`config.mk`:
```
export PLATFORM = sky130hd
export DESIGN_NAME = motor_position_pid_step_flat
export DESIGN_NICKNAME = d
export VERILOG_FILES = /design/src/mpps_pkg.sv /design/src/mpps_in_if.sv /design/src/mpps_out_if.sv /design/src/mpps_ctrl.sv /design/src/mpps_dp.sv /design/src/motor_position_pid_step.sv /design/src/flat_wrapper.sv
export SDC_FILE = /design/constraint.sdc
export NUM_CORES = 2
export LEC_CHECK = 0
export ABC_AREA = 0
export BUFFER_PORTS_ARGS = -buffer_cell sky130_fd_sc_hd__buf_4
export CORE_MARGIN = 5
export CORE_UTILIZATION = 50
export CTS_BUF_LIST = sky130_fd_sc_hd__clkbuf_4 sky130_fd_sc_hd__clkbuf_8
export DETAILED_ROUTE_END_ITERATION = 6
export PLACE_DENSITY = 0.72
export SETUP_SLACK_MARGIN = 0.1
export SYNTH_ARGS = -nofsm -noshare
export SYNTH_HDL_FRONTEND = slang
export SYNTH_SLANG_ARGS = --single-unit
```
`constraint.sdc`:
```
create_clock -name clk -period 17.4 [get_ports clk]
set_input_delay 1.74 -clock clk [delete_from_list [all_inputs] [get_ports clk]]
set_output_delay 1.74 -clock clk [all_outputs]
set_load 0.05 [all_outputs]
```
`src/mpps_pkg.sv`:
```
// ----------------------------------------------------------------------------
// mpps_pkg: shared types and constants for the motor position PID step
// Widths, register indexes, reset values, controller state codes and the
// command and status structs that join the controller to the datapath.
// ----------------------------------------------------------------------------
package mpps_pkg;

  // Field widths
  localparam int SETPOINT_W   = 8;
  localparam int ENCODER_W    = 16;
  localparam int MAGNITUDE_W  = 7;
  localparam int FULL_SCALE_W = 15;
  localparam int GAIN_W       = 10;
  localparam int CFG_INDEX_W  = 2;
  localparam int CFG_DATA_W   = 15;

  // Internal widths
  localparam int DEN_W      = 8;   // full_scale / 255 is at most 128
  localparam int ERR_W      = 17;  // setpoint - position, position - previous
  localparam int INTEGRAL_W = 32;
  localparam int PROD_W     = INTEGRAL_W + GAIN_W + 1;
  localparam int SUM_W      = PROD_W + 2;

  // Deadband threshold on |error|
  localparam logic [ERR_W-1:0] DEADBAND = ERR_W'(7);

  // Divider iterations, one quotient bit each
  localparam int DIV_STEPS = ENCODER_W;
  localparam int DIV_CNT_W = $clog2(DIV_STEPS);

  // Register reset values
  localparam logic [FULL_SCALE_W-1:0] FULL_SCALE_RST = FULL_SCALE_W'(10000);
  localparam logic [GAIN_W-1:0]       GAIN_P_RST     = GAIN_W'(230);
  localparam logic [GAIN_W-1:0]       GAIN_I_RST     = GAIN_W'(38);
  localparam logic [GAIN_W-1:0]       GAIN_D_RST     = GAIN_W'(15);

  typedef enum logic [CFG_INDEX_W-1:0] {
    REG_FULL_SCALE = 2'd0,
    REG_GAIN_P     = 2'd1,
    REG_GAIN_I     = 2'd2,
    REG_GAIN_D     = 2'd3
  } cfg_reg_t;

  typedef enum logic [4:0] {
    ST_IDLE   = 5'b00001,
    ST_DIVIDE = 5'b00010,
    ST_CALC   = 5'b00100,
    ST_MULT   = 5'b01000,
    ST_WRITE  = 5'b10000
  } state_t;

  typedef enum logic [1:0] {
    SEL_P    = 2'd0,
    SEL_I    = 2'd1,
    SEL_D    = 2'd2,
    SEL_NONE = 2'd3
  } mul_sel_t;

  typedef struct packed {
    logic     load;      // capture input item, set up divider
    logic     div_step;  // one restoring division step
    logic     calc;      // position, error, integral, derivative
    logic     mul_en;    // register product of selected term
    mul_sel_t mul_sel;
    logic     acc_load;  // sum <= product
    logic     acc_add;   // sum <= sum + product
    logic     commit;    // form result, update deadband state
  } cmd_t;

  typedef struct packed {
    logic div_done;      // last division step is under way
  } status_t;

endpackage

```
`src/mpps_in_if.sv`:
```
// ----------------------------------------------------------------------------
// mpps_in_if: input channel of the motor position PID step
// Valid/ready channel carrying one control tick: setpoint and encoder count.
// ----------------------------------------------------------------------------
interface mpps_in_if;
  logic                                 valid;
  logic                                 ready;
  logic [mpps_pkg::SETPOINT_W-1:0]      setpoint;
  logic signed [mpps_pkg::ENCODER_W-1:0] encoder_count;

  modport source (output valid, output setpoint, output encoder_count, input ready);
  modport sink   (input valid, input setpoint, input encoder_count, output ready);
endinterface

```
`src/mpps_out_if.sv`:
```
// ----------------------------------------------------------------------------
// mpps_out_if: output channel of the motor position PID step
// Valid/ready channel carrying one drive result per control tick.
// ----------------------------------------------------------------------------
interface mpps_out_if;
  logic                             valid;
  logic                             ready;
  logic [mpps_pkg::MAGNITUDE_W-1:0] drive_magnitude;
  logic                             drive_right;
  logic                             in_deadband;

  modport source (output valid, output drive_magnitude, output drive_right,
                  output in_deadband, input ready);
  modport sink   (input valid, input drive_magnitude, input drive_right,
                  input in_deadband, output ready);
endinterface

```
`src/mpps_ctrl.sv`:
```
// ----------------------------------------------------------------------------
// mpps_ctrl: sequencer for the motor position PID step
// Walks one item through divide, error update, three multiplies and commit.
// ----------------------------------------------------------------------------
module mpps_ctrl (
  input  logic                clk,
  input  logic                rst,
  input  logic                in_valid,
  output logic                in_ready,
  output logic                out_valid,
  input  logic                out_ready,
  input  mpps_pkg::status_t   status,
  output mpps_pkg::cmd_t      cmd
);

  mpps_pkg::state_t state;
  mpps_pkg::state_t state_next;
  logic [1:0]       step;
  logic [1:0]       step_next;
  logic             out_valid_next;
  logic             can_write;

  assign in_ready  = (state == mpps_pkg::ST_IDLE);
  assign can_write = !out_valid || out_ready;

  always_comb begin
    state_next     = state;
    step_next      = step;
    cmd            = '0;
    cmd.mul_sel    = mpps_pkg::SEL_NONE;
    case (state)
      mpps_pkg::ST_IDLE: begin
        if (in_valid) begin
          cmd.load   = 1'b1;
          state_next = mpps_pkg::ST_DIVIDE;
        end
      end
      mpps_pkg::ST_DIVIDE: begin
        cmd.div_step = 1'b1;
        if (status.div_done) begin
          state_next = mpps_pkg::ST_CALC;
        end
      end
      mpps_pkg::ST_CALC: begin
        cmd.calc   = 1'b1;
        step_next  = 2'd0;
        state_next = mpps_pkg::ST_MULT;
      end
      mpps_pkg::ST_MULT: begin
        step_next = step + 2'd1;
        case (step)
          2'd0: begin
            cmd.mul_en  = 1'b1;
            cmd.mul_sel = mpps_pkg::SEL_P;
          end
          2'd1: begin
            cmd.mul_en   = 1'b1;
            cmd.mul_sel  = mpps_pkg::SEL_I;
            cmd.acc_load = 1'b1;
          end
          2'd2: begin
            cmd.mul_en  = 1'b1;
            cmd.mul_sel = mpps_pkg::SEL_D;
            cmd.acc_add = 1'b1;
          end
          default: begin
            cmd.acc_add = 1'b1;
            state_next  = mpps_pkg::ST_WRITE;
          end
        endcase
      end
      mpps_pkg::ST_WRITE: begin
        // hold until the output register is free
        if (can_write) begin
          cmd.commit = 1'b1;
          state_next = mpps_pkg::ST_IDLE;
        end
      end
      default: begin
        state_next = mpps_pkg::ST_IDLE;
      end
    endcase
  end

  always_comb begin
    out_valid_next = out_valid;
    if (cmd.commit) begin
      out_valid_next = 1'b1;
    end else if (out_ready) begin
      out_valid_next = 1'b0;
    end
  end

  always_ff @(posedge clk) begin
    if (rst) begin
      state     <= mpps_pkg::ST_IDLE;
      step      <= 2'd0;
      out_valid <= 1'b0;
    end else begin
      state     <= state_next;
      step      <= step_next;
      out_valid <= out_valid_next;
    end
  end

endmodule

```
`src/mpps_dp.sv`:
```
// ----------------------------------------------------------------------------
// mpps_dp: datapath for the motor position PID step
// Config registers, restoring divider, PID state, shared multiplier,
// accumulator and the output payload register.
// ----------------------------------------------------------------------------
module mpps_dp (
  input  logic                                  clk,
  input  logic                                  rst,
  input  logic                                  cfg_wr_en,
  input  logic [mpps_pkg::CFG_INDEX_W-1:0]      cfg_index,
  input  logic [mpps_pkg::CFG_DATA_W-1:0]       cfg_data,
  input  logic [mpps_pkg::SETPOINT_W-1:0]       setpoint,
  input  logic signed [mpps_pkg::ENCODER_W-1:0] encoder_count,
  input  mpps_pkg::cmd_t                        cmd,
  output mpps_pkg::status_t                     status,
  output logic [mpps_pkg::MAGNITUDE_W-1:0]      drive_magnitude,
  output logic                                  drive_right,
  output logic                                  in_deadband
);

  localparam int ENC_W = mpps_pkg::ENCODER_W;
  localparam int ERR_W = mpps_pkg::ERR_W;
  localparam int INT_W = mpps_pkg::INTEGRAL_W;
  localparam int DEN_W = mpps_pkg::DEN_W;
  localparam int SUM_W = mpps_pkg::SUM_W;
  localparam int PRD_W = mpps_pkg::PROD_W;
  localparam int GN_W  = mpps_pkg::GAIN_W;
  localparam int SP_W  = mpps_pkg::SETPOINT_W;
  localparam int MAG_W = mpps_pkg::MAGNITUDE_W;
  localparam int FS_W  = mpps_pkg::FULL_SCALE_W;

  // configuration registers
  logic [FS_W-1:0] full_scale;
  logic [GN_W-1:0] gain_p;
  logic [GN_W-1:0] gain_i;
  logic [GN_W-1:0] gain_d;

  always_ff @(posedge clk) begin
    if (rst) begin
      full_scale <= mpps_pkg::FULL_SCALE_RST;
      gain_p     <= mpps_pkg::GAIN_P_RST;
      gain_i     <= mpps_pkg::GAIN_I_RST;
      gain_d     <= mpps_pkg::GAIN_D_RST;
    end else if (cfg_wr_en) begin
      case (cfg_index)
        mpps_pkg::REG_FULL_SCALE: full_scale <= cfg_data[FS_W-1:0];
        mpps_pkg::REG_GAIN_P:     gain_p     <= cfg_data[GN_W-1:0];
        mpps_pkg::REG_GAIN_I:     gain_i     <= cfg_data[GN_W-1:0];
        mpps_pkg::REG_GAIN_D:     gain_d     <= cfg_data[GN_W-1:0];
        default: ;
      endcase
    end
  end

  // divisor: full_scale / 255 as (x + (x >> 8) + 1) >> 8, zero forced to one
  logic [FS_W:0]    den_raw;
  logic [DEN_W-1:0] den_w;

  always_comb begin
    den_raw = ({1'b0, full_scale} + ({1'b0, full_scale} >> 8) + (FS_W+1)'(1)) >> 8;
    den_w   = (den_raw == '0) ? DEN_W'(1) : den_raw[DEN_W-1:0];
  end

  // divider registers
  logic [SP_W-1:0]                      sp_q;
  logic                                 neg_q;
  logic [ENC_W-1:0]                     quo;
  logic [DEN_W-1:0]                     rem;
  logic [DEN_W-1:0]                     den_q;
  logic [mpps_pkg::DIV_CNT_W-1:0]       div_cnt;
  logic [DEN_W:0]                       trial;
  logic                                 fits;
  logic [ENC_W-1:0]                     enc_abs;

  assign enc_abs = encoder_count[ENC_W-1] ? ENC_W'(-encoder_count) : encoder_count;
  assign trial   = {rem, quo[ENC_W-1]};
  assign fits    = trial >= {1'b0, den_q};
  assign status.div_done = (div_cnt == '0);

  always_ff @(posedge clk) begin
    if (cmd.load) begin
      sp_q    <= setpoint;
      neg_q   <= encoder_count[ENC_W-1];
      quo     <= enc_abs;
      rem     <= '0;
      den_q   <= den_w;
      div_cnt <= mpps_pkg::DIV_CNT_W'(mpps_pkg::DIV_STEPS - 1);
    end else if (cmd.div_step) begin
      quo     <= {quo[ENC_W-2:0], fits};
      rem     <= fits ? DEN_W'(trial - {1'b0, den_q}) : trial[DEN_W-1:0];
      div_cnt <= div_cnt - 1'b1;
    end
  end

  // error, integral and derivative
  logic signed [ERR_W-1:0] pos_w;
  logic signed [ERR_W-1:0] err_w;
  logic signed [ERR_W-1:0] deriv_w;
  logic signed [INT_W:0]   int_sum;
  logic signed [INT_W-1:0] int_sat;
  logic signed [ERR_W-1:0] err_q;
  logic signed [ERR_W-1:0] deriv_q;
  logic signed [INT_W-1:0] integral;
  logic signed [ENC_W-1:0] last_position;
  logic                    last_dir;

  always_comb begin
    pos_w   = neg_q ? -$signed({1'b0, quo}) : $signed({1'b0, quo});
    err_w   = $signed({{(ERR_W-SP_W){1'b0}}, sp_q}) - pos_w;
    deriv_w = pos_w - $signed({last_position[ENC_W-1], last_position});
    int_sum = $signed({integral[INT_W-1], integral})
            + $signed({{(INT_W+1-ERR_W){err_w[ERR_W-1]}}, err_w});
    if (int_sum[INT_W] != int_sum[INT_W-1]) begin
      int_sat = int_sum[INT_W] ? $signed({1'b1, {(INT_W-1){1'b0}}})
                               : $signed({1'b0, {(INT_W-1){1'b1}}});
    end else begin
      int_sat = int_sum[INT_W-1:0];
    end
  end

  // shared multiplier and accumulator
  logic signed [INT_W-1:0] mul_a;
  logic signed [GN_W:0]    mul_b;
  logic signed [PRD_W-1:0] prod;
  logic signed [SUM_W-1:0] sum;

  always_comb begin
    case (cmd.mul_sel)
      mpps_pkg::SEL_P: begin
        mul_a = $signed({{(INT_W-ERR_W){err_q[ERR_W-1]}}, err_q});
        mul_b = $signed({1'b0, gain_p});
      end
      mpps_pkg::SEL_I: begin
        mul_a = integral;
        mul_b = $signed({1'b0, gain_i});
      end
      mpps_pkg::SEL_D: begin
        mul_a = $signed({{(INT_W-ERR_W){deriv_q[ERR_W-1]}}, deriv_q});
        mul_b = $signed({1'b0, gain_d});
      end
      default: begin
        mul_a = '0;
        mul_b = '0;
      end
    endcase
  end

  always_ff @(posedge clk) begin
    if (cmd.mul_en) begin
      prod <= mul_a * mul_b;
    end
    if (cmd.acc_load) begin
      sum <= SUM_W'(prod);
    end else if (cmd.acc_add) begin
      sum <= sum + SUM_W'(prod);
    end
  end

  // result
  logic [SUM_W-1:0] abs_sum;
  logic [MAG_W-1:0] mag_w;
  logic [ERR_W-1:0] abs_err;
  logic             dead_w;

  always_comb begin
    abs_sum = sum[SUM_W-1] ? SUM_W'(-sum) : SUM_W'(sum);
    if (abs_sum[SUM_W-1:MAG_W+8] != '0) begin
      mag_w = '1;
    end else begin
      mag_w = abs_sum[MAG_W+7:8];
    end
    abs_err = err_q[ERR_W-1] ? ERR_W'(-err_q) : ERR_W'(err_q);
    dead_w  = abs_err < mpps_pkg::DEADBAND;
  end

  always_ff @(posedge clk) begin
    if (rst) begin
      integral      <= '0;
      last_position <= '0;
      last_dir      <= 1'b0;
    end else if (cmd.calc) begin
      integral      <= int_sat;
      last_position <= pos_w[ENC_W-1:0];
    end else if (cmd.commit) begin
      if (dead_w) begin
        integral <= '0;
      end else begin
        // right when the position lies below the setpoint
        last_dir <= (err_q > 0);
      end
    end
  end

  always_ff @(posedge clk) begin
    if (cmd.calc) begin
      err_q   <= err_w;
      deriv_q <= deriv_w;
    end
    if (cmd.commit) begin
      drive_magnitude <= dead_w ? '0 : mag_w;
      drive_right     <= dead_w ? last_dir : (err_q > 0);
      in_deadband     <= dead_w;
    end
  end

endmodule

```
`src/motor_position_pid_step.sv`:
```
// ----------------------------------------------------------------------------
// motor_position_pid_step: one control tick of a motor position PID loop
// Scales the encoder, updates error, integral and derivative, and returns a
// saturated drive magnitude, direction and deadband flag.
// ----------------------------------------------------------------------------
// Usage:
//   in_ch  (sink)   one transaction per control tick: setpoint, encoder_count.
//   out_ch (source) one transaction per tick: drive_magnitude, drive_right,
//                   in_deadband.
//   cfg_wr_en/cfg_index/cfg_data write full scale (0) and the Q8 gains
//   P (1), I (2), D (3); write only while no tick is in flight.
// Sequence: the 16-step restoring divider scales the encoder, and the single
//   shared multiplier is used once per gain term, before out_ch.valid rises.
// Input: in_ch.ready is high only between items; a new tick is taken only
//   after the last one is committed. The next input is taken while a
//   finished result still waits in the output register.
// Reset: rst clears the integral, previous position and direction (left),
//   restores the register defaults and drops any pending result.
// Stall: when out_ch.ready is low, hold the result; the following tick
//   finishes its computation and then waits for the output register.
// ----------------------------------------------------------------------------
module motor_position_pid_step (
  input  logic                             clk,
  input  logic                             rst,
  input  logic                             cfg_wr_en,
  input  logic [mpps_pkg::CFG_INDEX_W-1:0] cfg_index,
  input  logic [mpps_pkg::CFG_DATA_W-1:0]  cfg_data,
  mpps_in_if.sink                          in_ch,
  mpps_out_if.source                       out_ch
);

  mpps_pkg::cmd_t    cmd;
  mpps_pkg::status_t status;

  // sequence the tick: divide, update state, multiply-accumulate, commit
  mpps_ctrl u_ctrl (
    .clk       (clk),
    .rst       (rst),
    .in_valid  (in_ch.valid),
    .in_ready  (in_ch.ready),
    .out_valid (out_ch.valid),
    .out_ready (out_ch.ready),
    .status    (status),
    .cmd       (cmd)
  );

  // arithmetic, PID state and output payload
  mpps_dp u_dp (
    .clk             (clk),
    .rst             (rst),
    .cfg_wr_en       (cfg_wr_en),
    .cfg_index       (cfg_index),
    .cfg_data        (cfg_data),
    .setpoint        (in_ch.setpoint),
    .encoder_count   (in_ch.encoder_count),
    .cmd             (cmd),
    .status          (status),
    .drive_magnitude (out_ch.drive_magnitude),
    .drive_right     (out_ch.drive_right),
    .in_deadband     (out_ch.in_deadband)
  );

endmodule

```
`src/flat_wrapper.sv`:
```
// flat-port wrapper written by rule: the top's interface ports become plain ports
module motor_position_pid_step_flat 
  (clk, rst, cfg_wr_en, cfg_index, cfg_data, in_ch_valid, in_ch_setpoint, in_ch_encoder_count, in_ch_ready, out_ch_valid, out_ch_drive_magnitude, out_ch_drive_right, out_ch_in_deadband, out_ch_ready);
  mpps_in_if in_ch_i ();
  mpps_out_if out_ch_i ();
  input  logic clk;
  input  logic rst;
  input  logic cfg_wr_en;
  input  logic [mpps_pkg::CFG_INDEX_W-1:0] cfg_index;
  input  logic [mpps_pkg::CFG_DATA_W-1:0] cfg_data;
  input wire logic [$bits(in_ch_i.valid)-1:0] in_ch_valid;
  input wire logic [$bits(in_ch_i.setpoint)-1:0] in_ch_setpoint;
  input wire logic [$bits(in_ch_i.encoder_count)-1:0] in_ch_encoder_count;
  output wire logic [$bits(in_ch_i.ready)-1:0] in_ch_ready;
  output wire logic [$bits(out_ch_i.valid)-1:0] out_ch_valid;
  output wire logic [$bits(out_ch_i.drive_magnitude)-1:0] out_ch_drive_magnitude;
  output wire logic [$bits(out_ch_i.drive_right)-1:0] out_ch_drive_right;
  output wire logic [$bits(out_ch_i.in_deadband)-1:0] out_ch_in_deadband;
  input wire logic [$bits(out_ch_i.ready)-1:0] out_ch_ready;
  assign in_ch_i.valid = in_ch_valid;
  assign in_ch_i.setpoint = in_ch_setpoint;
  assign in_ch_i.encoder_count = in_ch_encoder_count;
  assign in_ch_ready = in_ch_i.ready;
  assign out_ch_valid = out_ch_i.valid;
  assign out_ch_drive_magnitude = out_ch_i.drive_magnitude;
  assign out_ch_drive_right = out_ch_i.drive_right;
  assign out_ch_in_deadband = out_ch_i.in_deadband;
  assign out_ch_i.ready = out_ch_ready;
  motor_position_pid_step u_core (.clk(clk), .rst(rst), .cfg_wr_en(cfg_wr_en), .cfg_index(cfg_index), .cfg_data(cfg_data), .in_ch(in_ch_i), .out_ch(out_ch_i));
endmodule
```
==> results_tabular.tex <==
\begin{tabular}{lr}
\hline
Metric & Value \\
\hline
\multicolumn{2}{l}{\textbf{Outcome}} \\
\quad Result of the run & completed \\
\multicolumn{2}{l}{\textbf{Clocking}} \\
\quad Clock input transition at the sequential cells of the worst setup and hold paths & 0.06 ns \\
\quad Post-CTS sizing & 0 \\
\quad Clock tree from TritonCTS & yes \\
\quad Number of buffers added to fix hold violations after cts & 0 \\
\quad Post-CTS setup buffer count & 0 \\
\quad Clock latency at the later pin of the worst-skew pair & 0.68 ns \\
\quad Number of levels the H-tree was split into & 2 \\
\quad Total clock buffers created by CTS & 51 \\
\quad CTS sink cnt & 278 \\
\quad Clock root buffer master & clkbuf\_8 \\
\quad Buffer levels on the longest clock path & 3 \\
\multicolumn{2}{l}{\textbf{Synthesis}} \\
\quad Fraction of post-synthesis cell area in the top cell type by area & 0.191 \\
\quad Most used flip-flop cell after synthesis & edfxtp\_1 \\
\quad Per-instance average area after synthesis & 8.62 um\^{}2 \\
\quad Post-Syn Nets & 3916 \\
\quad Warning count from the yosys run & 0 \\
\quad Cell type contributing the most total cell area after synthesis & fa\_1 \\
\quad Top cells by area in the synthesized netlist & fa\_1 19\%, edfxtp\_1 17\%, ha\_1 9.2\% \\
\quad Synth Cell Area & 29100 um\^{}2 \\
\quad Number of synthesized flops with an enable pin & 164 \\
\quad Share of synthesized area occupied by flip-flops and latches & 0.248 \\
\quad Synthesized instance count & 3377 \\
\quad Share of flip-flops with an asynchronous set or reset after synthesis & 0 \\
\quad Synthesized flop and latch total & 278 \\
\quad Post-synthesis cell type count & 88 \\
\multicolumn{2}{l}{\textbf{Global route}} \\
\quad Number of antenna violations at the first check in global routing & 1 \\
\quad First-pass GRT wire length & 114000 um \\
\quad Largest net degree at the start of global routing & 103 \\
\quad Overflow left after global routing & 0 \\
\quad Number of global-route vias before repair & 22868 \\
\quad GR Util All Layers & 0.215 \\
\multicolumn{2}{l}{\textbf{Route}} \\
\quad Detail-routed net length per standard cell & 16.1 um \\
\quad Number of nets with antenna violations after detailed routing & 0 \\
\quad Detail-routed via count per cell & 5.48 \\
\quad DRC violation count after routing & 0 \\
\quad Vias after detailed routing & 23024 \\
\quad Drt pass-1 iters & 5 \\
\quad Detailed router's first-iteration violation count & 1238 \\
\quad Routed Wire Length & 67700 um \\
\multicolumn{2}{l}{\textbf{STA}} \\
\quad Total negative setup slack & 0 ns \\
\quad Worst-Margin Slew & 1.09 ns \\
\quad Crit path time final & 8.75 ns \\
\quad Worst clock skew on the final layout & 0.0491 ns \\
\quad Final Cycle Share & 0.503 \\
\quad Max Freq & 114 MHz \\
\quad Endpoints failing setup & 0 \\
\quad Final-report max-slew violation count & 0 \\
\quad RSZ-0062 raised after global routing & no \\
\quad Final hold vios & 0 \\
\quad Max transition margin & 0.276 \\
\multicolumn{2}{l}{\textbf{Placement}} \\
\quad DP Wirelength & 52600 um \\
\quad Number of input and output port buffers inserted & 56 \\
\quad Area after DPL & 30300 um\^{}2 \\
\quad Placer Congestion & 0.943 \\
\multicolumn{2}{l}{\textbf{Power and ir drop}} \\
\quad Sw Ratio & 0.293 \\
\quad Sw power & 0.505 mW \\
\quad Combinational fraction of design power & 0.191 \\
\quad Clock network power share & 0.378 \\
\quad LEAKAGE & 13.8 nW \\
\quad Largest vdd supply drop & 0.0703 mV \\
\quad Power density of the placed cells & 54.9 nW/um\^{}2 \\
\quad Internal power consumption & 1.22 mW \\
\quad Sequential share of power & 0.431 \\
\multicolumn{2}{l}{\textbf{Worst hold path}} \\
\quad Path class of the lowest-slack min-delay path & reg2reg \\
\quad Number of instances on the worst hold path & 2 \\
\multicolumn{2}{l}{\textbf{Worst setup path}} \\
\quad Number of cell instances on the worst register-to-register path & 28 \\
\quad Data required, critical path & 17.78 ns \\
\quad Slowest library cell on the worst path & ha\_1 \\
\quad Category of the most critical setup path & reg2reg \\
\quad Largest fanout of any net on the critical path & 30 \\
\quad Largest stage delay on the critical path & 0.86 ns \\
\quad Startpoint Class & flip-flop \\
\quad Arrival time reported for the critical path endpoint & 9.13 ns \\
\quad Endpoint type of the worst setup path & flip-flop \\
\quad Cell occurring most often along the worst timing path & fa\_1 \\
\multicolumn{2}{l}{\textbf{Run}} \\
\quad Count of max-cap constraint violations & 0 \\
\multicolumn{2}{l}{\textbf{Layout}} \\
\quad Layout overhead on the synthesized area & 7.69\% \\
\quad Proportion of layout cells with a drive suffix above 1 & 0.0643 \\
\quad Final instance area & 31300 um\^{}2 \\
\quad Layout net count & 3933 \\
\multicolumn{2}{l}{\textbf{Die}} \\
\quad IO Pins & 57 \\
\quad Die area & 63100 um\^{}2 \\
\quad Die span in y & 251 um \\
\quad Core footprint & 57700 um\^{}2 \\
\quad Starting density of the core & 0.504 \\
\quad Chip width & 251 um \\
\quad Row count & 88 \\
\hline
\end{tabular}
worst max-delay path, delay by kind of cell (launching register included):
kind	cells	cell delay, ns
adders and majority gates	7	3.83
AOI/OAI and AO/OA	10	2.48
buffers and inverters	6	0.89
and+or+nand+nor	4	0.73
DFF	1	0.35
xor gates and xnor gates	1	0.15
power by group through the flow:
stage                     sequential (mW)  clock (mW)  combinational (mW)
final                               0.742       0.651               0.329
after global routing                0.744       0.700               0.375
after CTS                           0.741       0.669               0.329
after detailed placement            0.755           0               0.327
after global placement              0.754           0               0.321
after floorplan                     0.750           0               0.253
final cells by class:
| type | instances | area, um^2 |
|---|---|---|
| clock buffer | 67 | 860 |
| clock inverter | 28 | 206 |
| sequential | 278 | 7210 |
| timing repair buffer | 85 | 638 |
| tap | 765 | 957 |
| inverter | 429 | 1610 |
| multi-input combinational | 2549 | 19900 |
| antenna | 1 | 2.50 |
| fill | 5276 | 26400 |
routing by layer:
metal	track usage	vias to the layer above	wire [um]	part of all wire
met1	0.293	10932	30700	0.45
li1	-	11375	-	-
met2	0.356	602	31200	0.46
met3	0.0349	115	4070	0.060
met5	0	-	0	0
met4	0.0627	0	1740	0.026
worst paths after layout:
check                                             end             startpoint  slack, ns
worst min-delay path            u_core.u_dp.gain_i[8]  u_core.u_dp.gain_i[8]       0.45
worst max register to register   u_core.u_dp.prod[42]  u_core.u_ctrl.step[0]       8.65
worst min register to register  u_core.u_dp.gain_i[8]  u_core.u_dp.gain_i[8]       0.45
worst max-delay path             u_core.u_dp.prod[42]  u_core.u_ctrl.step[0]       8.65
cells by family (layout without fill, tap and decap cells):
logic type / after synthesis / in the layout / share of synthesized area
AO/OA/AOI/OAI: 702 / 702 / 0.150
buffers and inverters: 550 / 609 / 0.0719
flip-flops: 278 / 278 / 0.248
AND/OR/NAND/NOR: 1120 / 1120 / 0.174
other: 0 / 1 / 0
adder cells (fa/ha/maj): 495 / 495 / 0.284
XOR/XNOR: 190 / 190 / 0.0572
multiplexers: 42 / 42 / 0.0147
synthesized netlist by cell type, types with 12 or more instances:
master    instances
nor2b_1          23
nand3_1          60
fa_1            278
a21oi_1         226
nor3_1           32
nand4_1          14
o21a_1           12
nand2_1         503
o31ai_1          14
dfxtp_1         114
nand3b_1         22
mux2i_1          37
a211oi_1         32
and3_1           25
o21bai_1         23
edfxtp_1        164
and2_1           31
ha_1            215
xor2_1           80
xnor2_1         110
o21ai_0         156
inv_1           428
a31oi_1          16
o211ai_1         15
or3_1            24
o21ai_1          25
a21o_1           82
nand2b_1         20
clkbuf_1        104
nor2_1          300
placed cells by master (no fill, tap or decap), drive strengths merged, types with 7 or more instances in the layout:
master / n
nor2b: 23
clkbuf: 67
xnor2: 110
fa: 278
o21bai: 23
nand2: 503
nand4: 14
and2: 33
a31oi: 16
nand3: 61
buf: 85
and3: 25
inv: 429
o211ai: 15
nand2b: 20
ha: 215
nor3b: 9
nor4: 15
or2: 13
o21a: 12
a211oi: 34
o21ai: 182
clkinv: 26
or3: 24
edfxtp: 164
o31ai: 14
xor2: 80
nor3: 34
o41ai: 9
o22ai: 7
nor2: 301
or4: 10
mux2i: 37
nand3b: 22
a21oi: 228
dfxtp: 114
a21o: 82
stage by stage:
step / util / total power [mW] / hold WS (ns) / std cells / setup slack, ns
floorplan: - / 1.00 / 0.432 / 3377 / 9.10
global placement: 0.525 / 1.08 / 0.441 / 4106 / 8.76
detailed placement: 0.525 / 1.08 / 0.446 / 4106 / 8.65
CTS: 0.543 / 1.74 / 0.455 / 4201 / 8.64
global route: 0.543 / 1.82 / 0.475 / 4202 / 8.16
finish: 0.543 / 1.72 / 0.454 / 4202 / 8.65
state kept, by name, indices dropped and copies added, names as in the netlist, 4 cells and up:
register                     count
u_core.u_dp.err_q               17
u_core.u_dp.sp_q                 8
u_core.u_dp.gain_i              10
u_core.u_ctrl.state              5
u_core.u_dp.integral            32
u_core.u_dp.drive_magnitude      7
u_core.u_dp.last_position       16
u_core.u_dp.den_q                8
u_core.u_dp.quo                 16
u_core.u_dp.sum                 45
u_core.u_dp.prod                43
u_core.u_dp.rem                  8
u_core.u_dp.div_cnt              4
u_core.u_dp.gain_p              10
u_core.u_dp.gain_d              10
u_core.u_dp.deriv_q             17
u_core.u_dp.full_scale          15
Power figures use the tool's default switching activity.
